$ cat config.mk
export PLATFORM = sky130hd
export DESIGN_NAME = sacf_regs
export DESIGN_NICKNAME = d
export VERILOG_FILES = /design/src/hdl/sacf_pkg.sv /design/src/hdl/sacf_regs.sv
export SDC_FILE = /design/constraint.sdc
export NUM_CORES = 1
export LEC_CHECK = 0
export BUFFER_PORTS_ARGS = -buffer_cell sky130_fd_sc_hd__buf_4
export CAP_MARGIN = 20
export CORE_ASPECT_RATIO = 0.5
export CORE_MARGIN = 2
export CORE_UTILIZATION = 25
export DETAILED_ROUTE_END_ITERATION = 10
export SYNTH_ARGS = -nofsm -noshare
export SYNTH_HDL_FRONTEND = slang
export SYNTH_SLANG_ARGS = --single-unit
$ cat constraint.sdc
create_clock -name i_clk -period 1.6 [get_ports i_clk]
set_clock_uncertainty 0.1 [all_clocks]
set_input_delay 0.16 -clock i_clk [delete_from_list [all_inputs] [get_ports i_clk]]
set_output_delay 0.16 -clock i_clk [all_outputs]
set_load 0.005 [all_outputs]
$ cat src/hdl/sacf_pkg.sv
// ============================================================================
// sacf_pkg
// Shared types, constants and helpers of the set-associative FIFO cache core.
// ============================================================================
package sacf_pkg;

    // default sizing, handed to the top level parameters
    localparam int DEF_MAX_SETS   = 256;
    localparam int DEF_MAX_WAYS   = 8;
    localparam int DEF_ADDR_WIDTH = 48;

    // fixed field widths
    localparam int IN_ADDR_W = 48;
    localparam int CNT_W     = 32;
    localparam int RANK_W    = 4;
    localparam int OFF_W     = 5;
    localparam int SETB_W    = 4;
    localparam int WAYS_W    = 4;
    localparam int PADDR_W   = 4;
    localparam int PDATA_W   = 32;
    localparam int REG_IDX_W = 2;

    localparam logic [RANK_W-1:0] RANK_MAX = '1;
    localparam logic [CNT_W-1:0]  CNT_MAX  = '1;

    // register indexes
    localparam logic [REG_IDX_W-1:0] REG_OFFSET_BITS = 2'd0;
    localparam logic [REG_IDX_W-1:0] REG_SET_BITS    = 2'd1;
    localparam logic [REG_IDX_W-1:0] REG_WAYS        = 2'd2;
    localparam logic [REG_IDX_W-1:0] REG_INDEX_MODE  = 2'd3;

    // access kinds
    localparam logic OP_READ  = 1'b0;
    localparam logic OP_WRITE = 1'b1;

    typedef struct packed {
        logic [OFF_W-1:0]  offset_bits;
        logic [SETB_W-1:0] set_bits;
        logic [WAYS_W-1:0] ways;
        logic              index_mode;
    } t_cfg;

    localparam t_cfg CFG_RESET = '{
        offset_bits: 5'd6,
        set_bits:    4'd0,
        ways:        4'd1,
        index_mode:  1'b0
    };

    function automatic logic [CNT_W-1:0] sat_inc(input logic [CNT_W-1:0] c);
        return (c == CNT_MAX) ? c : c + CNT_W'(1);
    endfunction

    function automatic logic [RANK_W-1:0] rank_bump(input logic [RANK_W-1:0] r);
        return (r == RANK_MAX) ? r : r + RANK_W'(1);
    endfunction

endpackage

$ cat src/hdl/sacf_regs.sv
// ============================================================================
// sacf_regs
// Configuration register file behind an APB-style slave port.
// ============================================================================
module sacf_regs (
    input  logic                          i_clk,
    input  logic                          i_rst_n,
    input  logic                          psel,
    input  logic                          penable,
    input  logic                          pwrite,
    input  logic [sacf_pkg::PADDR_W-1:0]  paddr,
    input  logic [sacf_pkg::PDATA_W-1:0]  pwdata,
    output logic [sacf_pkg::PDATA_W-1:0]  prdata,
    output sacf_pkg::t_cfg                o_cfg
);

    sacf_pkg::t_cfg                      r_cfg;
    logic                                w_wr;
    logic [sacf_pkg::REG_IDX_W-1:0]      w_idx;

    assign w_wr  = psel & penable & pwrite;
    assign w_idx = paddr[sacf_pkg::PADDR_W-1:2];

    always_ff @(posedge i_clk) begin
        if (!i_rst_n) begin
            r_cfg <= sacf_pkg::CFG_RESET;
        end else if (w_wr) begin
            unique case (w_idx)
                sacf_pkg::REG_OFFSET_BITS: begin
                    r_cfg.offset_bits <= pwdata[sacf_pkg::OFF_W-1:0];
                end
                sacf_pkg::REG_SET_BITS: begin
                    r_cfg.set_bits <= pwdata[sacf_pkg::SETB_W-1:0];
                end
                sacf_pkg::REG_WAYS: begin
                    r_cfg.ways <= pwdata[sacf_pkg::WAYS_W-1:0];
                end
                sacf_pkg::REG_INDEX_MODE: begin
                    r_cfg.index_mode <= pwdata[0];
                end
            endcase
        end
    end

    always_comb begin
        prdata = '0;
        unique case (w_idx)
            sacf_pkg::REG_OFFSET_BITS: prdata = sacf_pkg::PDATA_W'(r_cfg.offset_bits);
            sacf_pkg::REG_SET_BITS:    prdata = sacf_pkg::PDATA_W'(r_cfg.set_bits);
            sacf_pkg::REG_WAYS:        prdata = sacf_pkg::PDATA_W'(r_cfg.ways);
            sacf_pkg::REG_INDEX_MODE:  prdata = sacf_pkg::PDATA_W'(r_cfg.index_mode);
        endcase
    end

    assign o_cfg = r_cfg;

endmodule

==> key figures, run 1 <==
Pwr
  • Power Dens Cells: 722 nW/um2
  • Leakage: 0.000530 uW
  • VDD IR max: between 200 and 250 uV

Route
  • Routed Antenna Nets: 0
  • Metal1 wirelength: 745 um
  • Uppermost routed layer: met4
  • Drt pass-1 iters: 4
  • DR WL met3: 125 um
  • Routed wire per std cell: ~10 um
  • Iter 0 DRT Violations: 33
  • DR WL met2: 931 um
  • Drt drc: 0
  • Via count: 678
  • Vias per cell: between 3 and 4
  • Final wirelength: about 1.8 mm

Clock tree
  • Post-CTS setup buffer count: 0
  • CTS max path bufs: 2
  • Worst-path clk slew: 0.06 ns
  • Root buffer selected by CTS: clkbuf_8
  • Hold buffers post-CTS: 0
  • Sink Count: 14
  • Worst-Skew Late Latency: 0.24 ns
  • Total CTS buffers: 3
  • CTS tree: yes
  • H-tree levels: 1
  • Post-CTS Resized: 0

Logic synthesis
  • Post-synthesis register bit count: 14
  • Synth cell types: 21
  • Synth area leader: dfxtp_1
  • Synth Instances: 102
  • Top cell type's share of synthesized area: 0.305
  • Seq/Total Area, Yosys: 0.305
  • Leading post-synthesis cells by cell area: dfxtp_1 (30%), buf_4 (22%), mux2i_1 (15%), nand2_1 (7.8%), buf_6 (2.4%)
  • Synth Warn #: 0
  • Mapped Avg Cell Area: 9.02 um2
  • Post-Syn Area: 920 um2

Floorplan
  • IO Count: 87
  • Width of the die: between 80 and 90 um
  • Die height: ~47 um
  • Core area: 3470 um2
  • Cell Rows: 15
  • Full die area: roughly 4200 um2
  • Starting density of the core: 0.265

Cells and area
  • Final #Nets: 172
  • Most frequent cells in the layout: buf_4 (30), conb_1 (27), nand2_1 (19)
  • Largest register FFs: 14
  • Fill count: ~370
  • # diodes: 0
  • Layout cells sized above 1: 0.308
  • P&R area growth vs syn: 21.0%
  • Most common cell after layout, fill and taps aside: buf_4
  • Fin util: 0.320

Global routing
  • Number of global-route vias before repair: 598
  • Initial antenna violation count: 0
  • GRT Total Usage: 0.0821
  • First-pass GRT wire length: 2.62 mm
  • Pin count of the biggest net entering global routing: 20
  • Grt total ovfl: 0

Run
  • Number of max-cap violations: 0

Placement
  • DP HPWL: between 1 and 1.5 mm
  • Port Buffer Count: 30
  • Dpl ws: roughly 0.32 ns
  • Final RePlAce weighted congestion: 0.762

Setup path
  • Kind of critical path: reg -> out
  • Worst Setup Start Kind: flip-flop
  • Worst Setup End Kind: primary output
  • Critical Path RT: 1.34 ns
  • Arr. time, crit path: 1.17 ns
  • Worst-path maximum fanout: 3

STA
  • RSZ-0062 raised after global routing: false
  • TNS Setup: 0 ns
  • Peak Freq: 697 MHz
  • Final setup fails: 0
  • Final hold violation count: 0
  • Final worst slack: 0.165 ns
  • Final worst path period need: about 1.4 ns
  • Pins Over Slew Limit: 0
  • Final period util: 0.897

Worst hold path
  • HP Class: in -> reg

Outcome
  • Status: completed
[stage by stage]
step	hold slack, ns	instance area [um2]	total power (uW)	cells
after floorplan	0.202	1020	479	128
after detailed placement	0.325	1060	472	177
final	0.0726	1110	803	181
after CTS	0.0712	1110	811	181
after global routing	0.0882	1110	839	181
after global placement	0.321	1060	471	177
[area by class of cell]
class                           count  area [um2]  share of cell area
Clock buffer                        4        55.1              0.0495
Inverter                            3        11.3              0.0101
Multi-Input combinational cell     79         477               0.429
Sequential cell                    14         280               0.252
Tap cell                           51        63.8              0.0574
Timing Repair Buffer               30         225               0.202
[cell usage after synthesis]
| master | n |
|---|---|
| o21ai_0 | 3 |
| nand3_2 | 1 |
| nor3_4 | 1 |
| mux4_2 | 1 |
| nor2b_4 | 1 |
| nor2_1 | 1 |
| clkbuf_8 | 1 |
| buf_4 | 27 |
| and2_1 | 1 |
| inv_1 | 3 |
| and2_4 | 1 |
| buf_2 | 2 |
| conb_1 | 1 |
| dfxtp_1 | 14 |
| mux2i_1 | 14 |
| nor3b_4 | 1 |
| and3_1 | 1 |
| nand3_1 | 4 |
| buf_6 | 2 |
| nand2_1 | 19 |
| o211ai_1 | 3 |
[path summary, 6_finish.rpt]
path | from | to | slack [ns] | depth (start not counted)
min reg2reg | o_cfg[7]$_SDFFE_PN0P_ | o_cfg[7]$_SDFFE_PN0P_ | 0.37 | 2
min | pwdata[0] | o_cfg[1]$_SDFFE_PN1P_ | 0.07 | 3
max reg2reg | o_cfg[10]$_SDFFE_PN1P_ | o_cfg[10]$_SDFFE_PN1P_ | 0.85 | 2
max | o_cfg[0]$_SDFFE_PN0P_ | prdata[0] | 0.17 | 2
[critical path: stages, from the launching register on]
cell,delay [ns]
dfxtp_1,0.32
mux4_2,0.47
buf_4,0.15
[power by group]
group	internal (uW)	total (uW)	switching, uW
registers	354	358	3.87
logic	47.1	107	59.5
clock network	218	339	121
[logic make-up (layout without fill, tap and decap cells)]
logic type / after synthesis / after routing / share of synthesized area
AOI/OAI and AO/OA: 6 / 6 / 0.0408
and+or+nand+nor: 31 / 31 / 0.190
muxes: 15 / 15 / 0.177
other: 1 / 27 / 0.00408
DFF: 14 / 14 / 0.305
buffers and inverters: 35 / 37 / 0.283
[routing by layer]
| layer | global-route usage | vias to the layer above |
|---|---|---|
| li1 | - | 334 |
| met1 | 0.0877 | 308 |
| met2 | 0.162 | 34 |
| met3 | 0.0193 | 2 |
| met4 | 0.0462 | 0 |
| met5 | 0 | - |
No activity file was read; power rests on OpenSTA's default activity.
==> inputs of run 2 (changes only) <==
--- a/config.mk
+++ b/config.mk
@@ -5,6 +5,7 @@
 export SDC_FILE = /design/constraint.sdc
 export NUM_CORES = 1
 export LEC_CHECK = 0
+export ABC_AREA = 1
 export BUFFER_PORTS_ARGS = -buffer_cell sky130_fd_sc_hd__buf_4
 export CAP_MARGIN = 20
 export CORE_ASPECT_RATIO = 0.5
==> key figures, run 2 <==
Setup path
  • Worst Setup Start Kind: input port (was flip-flop)
  • Worst-path maximum fanout: 8 (was 3)
  • Arr. time, crit path: 0.92 ns (was 1.17 ns)
  • Most frequent CP cell: buf_4
  • Critical Path RT: 1.34 ns (about the same)
  • Critical path's largest stage delay: 0.30 ns (was 0.47 ns)
  • Kind of critical path: in -> out (was reg -> out)
  • Worst Setup End Kind: primary output (unchanged)
  • Critical Path, Cell by Cell: buf_4 > nor2_2 > nand2_1 > nand3_1 > buf_4 (was mux4_2 > buf_4)
  • CP max-delay cell: nor2_2 (was mux4_2)

Pwr
  • Cell-internal power: 627 uW (was 619 uW)
  • Leakage: 0.000578 uW (was 0.000530 uW)
  • Comb pwr share: 0.155 (was 0.133)
  • Power Dens Cells: 726 nW/um2 (was 722 nW/um2)
  • Clock power share: 0.409 (was 0.422)
  • Power, Total: 832 uW (was 803 uW)
  • Psw: 205 uW (was 185 uW)
  • Part of the power in registers: 0.436 (was 0.446)
  • Sw Share: 0.246 (was 0.230)
  • VDD IR max: 234 uV (was 247 uV)

Cells and area
  • Most frequent cells in the layout: nand2_1 (34), buf_4 (30), conb_1 (27) (was buf_4 (30), conb_1 (27), nand2_1 (19))
  • Largest register FFs: 14 (unchanged)
  • P&R area growth vs syn: 24.7% (was 21.0%)
  • Most common cell after layout, fill and taps aside: nand2_1 (was buf_4)
  • # diodes: 0 (unchanged)
  • Layout cells sized above 1: 0.259 (was 0.308)
  • Final #Nets: 212 (was 172)
  • Fill count: 402 (was 367)
  • Fin util: 0.330 (was 0.320)

Logic synthesis
  • Share of flip-flops with an asynchronous set or reset: 0 (unchanged)
  • Post-Syn Area: 918 um2 (was 920 um2)
  • Mapped Avg Cell Area: 6.61 um2 (was 9.02 um2)
  • Synth area leader: dfxtp_1 (unchanged)
  • Commonest cells in the netlist: nand2_1 (34), buf_4 (28), nor2_1 (22), nand3_1 (18), dfxtp_1 (14) (was buf_4 (27), nand2_1 (19), dfxtp_1 (14), mux2i_1 (14), nand3_1 (4))
  • Post-synthesis compound-gate area fraction: 0.0109 (was 0.0408)
  • Post-synth EDFFs: 0 (unchanged)
  • Post-synthesis register bit count: 14 (unchanged)
  • Post-synthesis mux area share: 0 (was 0.177)
  • Seq/Total Area, Yosys: 0.305 (about the same)
  • Top cell type's share of synthesized area: 0.305 (about the same)
  • Synth cell types: 15 (was 21)
  • Synth Instances: 139 (was 102)
  • Largest family of logic cells by synthesized area: simple AND/OR/NAND/NOR gates (was buffers and inverters)
  • Simple-gate share of the synthesized area: 0.405 (was 0.190)
  • Leading post-synthesis cells by cell area: dfxtp_1 (31%), buf_4 (23%), nand2_1 (14%), nand3_1 (9.8%), nor2_1 (9.0%) (was dfxtp_1 (30%), buf_4 (22%), mux2i_1 (15%), nand2_1 (7.8%), buf_6 (2.4%))
  • Synth Area in Adders: 0 (unchanged)
  • Synth Warn #: 0 (unchanged)
  • Ys flop type: dfxtp_1 (unchanged)
  • Top-count cell post-synth: nand2_1 (was buf_4)
  • XOR/XNOR Fraction of Synth Area: 0 (unchanged)

Clock tree
  • Sink Count: 14 (unchanged)
  • Root buffer selected by CTS: clkbuf_8 (unchanged)
  • Hold buffers post-CTS: 0 (unchanged)
  • Post-CTS Resized: 0 (unchanged)
  • Worst-path clk slew: 0.06 ns (about the same)
  • CTS max path bufs: 2 (unchanged)
  • Total CTS buffers: 3 (unchanged)
  • Worst-Skew Late Latency: 0.24 ns (about the same)
  • H-tree levels: 1 (unchanged)
  • Post-CTS setup buffer count: 0 (unchanged)
  • CTS tree: yes (unchanged)

STA
  • Final setup fails: 0 (unchanged)
  • Final worst path period need: 1.18 ns (was 1.43 ns)
  • Final hold violation count: 0 (unchanged)
  • Pins Over Slew Limit: 0 (unchanged)
  • Final period util: 0.736 (was 0.897)
  • TNS Setup: 0 ns (unchanged)
  • RSZ-0062 raised after global routing: false (unchanged)
  • Final worst slack: 0.422 ns (was 0.165 ns)
  • Peak Freq: 849 MHz (was 697 MHz)

Global routing
  • Pin count of the biggest net entering global routing: 15 (was 20)
  • Most Crowded Layer GR: met2 (unchanged)
  • GRT Total Usage: 0.0912 (was 0.0821)
  • First-pass GRT wire length: 2.96 mm (was 2.62 mm)
  • GRT met3 Usage: 0.0241 (was 0.0193)
  • Number of global-route vias before repair: 653 (was 598)
  • Met1 Track Usage GR: 0.108 (was 0.0877)
  • Grt total ovfl: 0 (unchanged)
  • Global routing usage on met2: 0.164 (was 0.162)
  • Initial antenna violation count: 0 (unchanged)

Floorplan
  • Die height: 46.9 um (about the same)
  • Cell Rows: 15 (unchanged)
  • Starting density of the core: 0.265 (about the same)
  • Width of the die: 89.7 um (was 89.8 um)
  • IO Count: 87 (unchanged)
  • Core area: 3470 um2 (unchanged)
  • Full die area: 4200 um2 (was 4210 um2)

Route
  • Drt drc: 0 (unchanged)
  • Iter 0 DRT Violations: 37 (was 33)
  • Via count: 837 (was 678)
  • Routed Antenna Nets: 0 (unchanged)
  • Routed wire per std cell: 8.82 um (was 10.1 um)
  • Vias per cell: 3.79 (was 3.75)
  • Drt pass-1 iters: 4 (unchanged)
  • Final wirelength: 1.95 mm (was 1.82 mm)

Run
  • Number of max-cap violations: 0 (unchanged)

Placement
  • Final RePlAce weighted congestion: 0.775 (was 0.762)
  • Dpl ws: 0.408 ns (was 0.316 ns)
  • Port Buffer Count: 30 (unchanged)
  • DP HPWL: 1.55 mm (was 1.43 mm)

Worst hold path
  • HP Class: in -> reg (unchanged)

Outcome
  • Status: completed (unchanged)
run 2: power groups by stage:
stage | Combinational, uW | Clock (uW) | Sequential (uW)
3_3_place_gp | 128 | 0 | 370
4_1_cts | 129 | 355 | 363
3_5_place_dp | 129 | 0 | 370
5_1_grt | 146 | 375 | 363
2_1_floorplan | 118 | 0 | 370
6_report | 129 | 340 | 363
run 2: worst paths after layout:
check,startpoint,end,slack (ns),cells after the start
hold / removal,pwdata[1],o_cfg[10]$_SDFFE_PN1P_,0.04,3
hold reg to reg,o_cfg[11]$_SDFFE_PN1P_,o_cfg[11]$_SDFFE_PN1P_,0.39,2
setup / recovery,paddr[3],prdata[2],0.42,5
setup reg to reg,o_cfg[9]$_SDFFE_PN0P_,o_cfg[9]$_SDFFE_PN0P_,0.90,2
run 2: cells by family (layout without fill, tap and decap cells):
kind of cell	Yosys count	count (layout)
other	1	27
AO/OA/AOI/OAI	2	2
buffers and inverters	39	44
flip-flops	14	14
AND/OR/NAND/NOR	83	83
run 2: critical path: cells and delay by family:
family / cells / cell delay, ns
simple gates: 3 / 0.51
buf+inv: 2 / 0.25
run 2: routing by layer:
metal  part of all wire  vias to the layer above  routed length (um)
met5                  0                        -                   0
met4              0.010                        0                  20
met3              0.057                        4                 111
met2               0.49                       31                 958
met1               0.44                      367                 859
li1                   -                      435                   -
run 2: cell type report:
class / instances / area, um2 / area share
clock buffer: 4 / 55.1 / 0.0481
sequential: 14 / 280 / 0.245
inverter: 10 / 37.5 / 0.0328
tap: 51 / 63.8 / 0.0557
multi-input combinational: 112 / 483 / 0.422
timing repair buffer: 30 / 225 / 0.197
run 2: metrics by stage:
stage | hold slack (ns) | area (um2) | std cells
after floorplan | 0.181 | 1020 | 165
after global placement | 0.289 | 1090 | 217
after detailed placement | 0.296 | 1090 | 217
after CTS | 0.0385 | 1140 | 221
after global routing | 0.0418 | 1140 | 221
final | 0.0423 | 1140 | 221
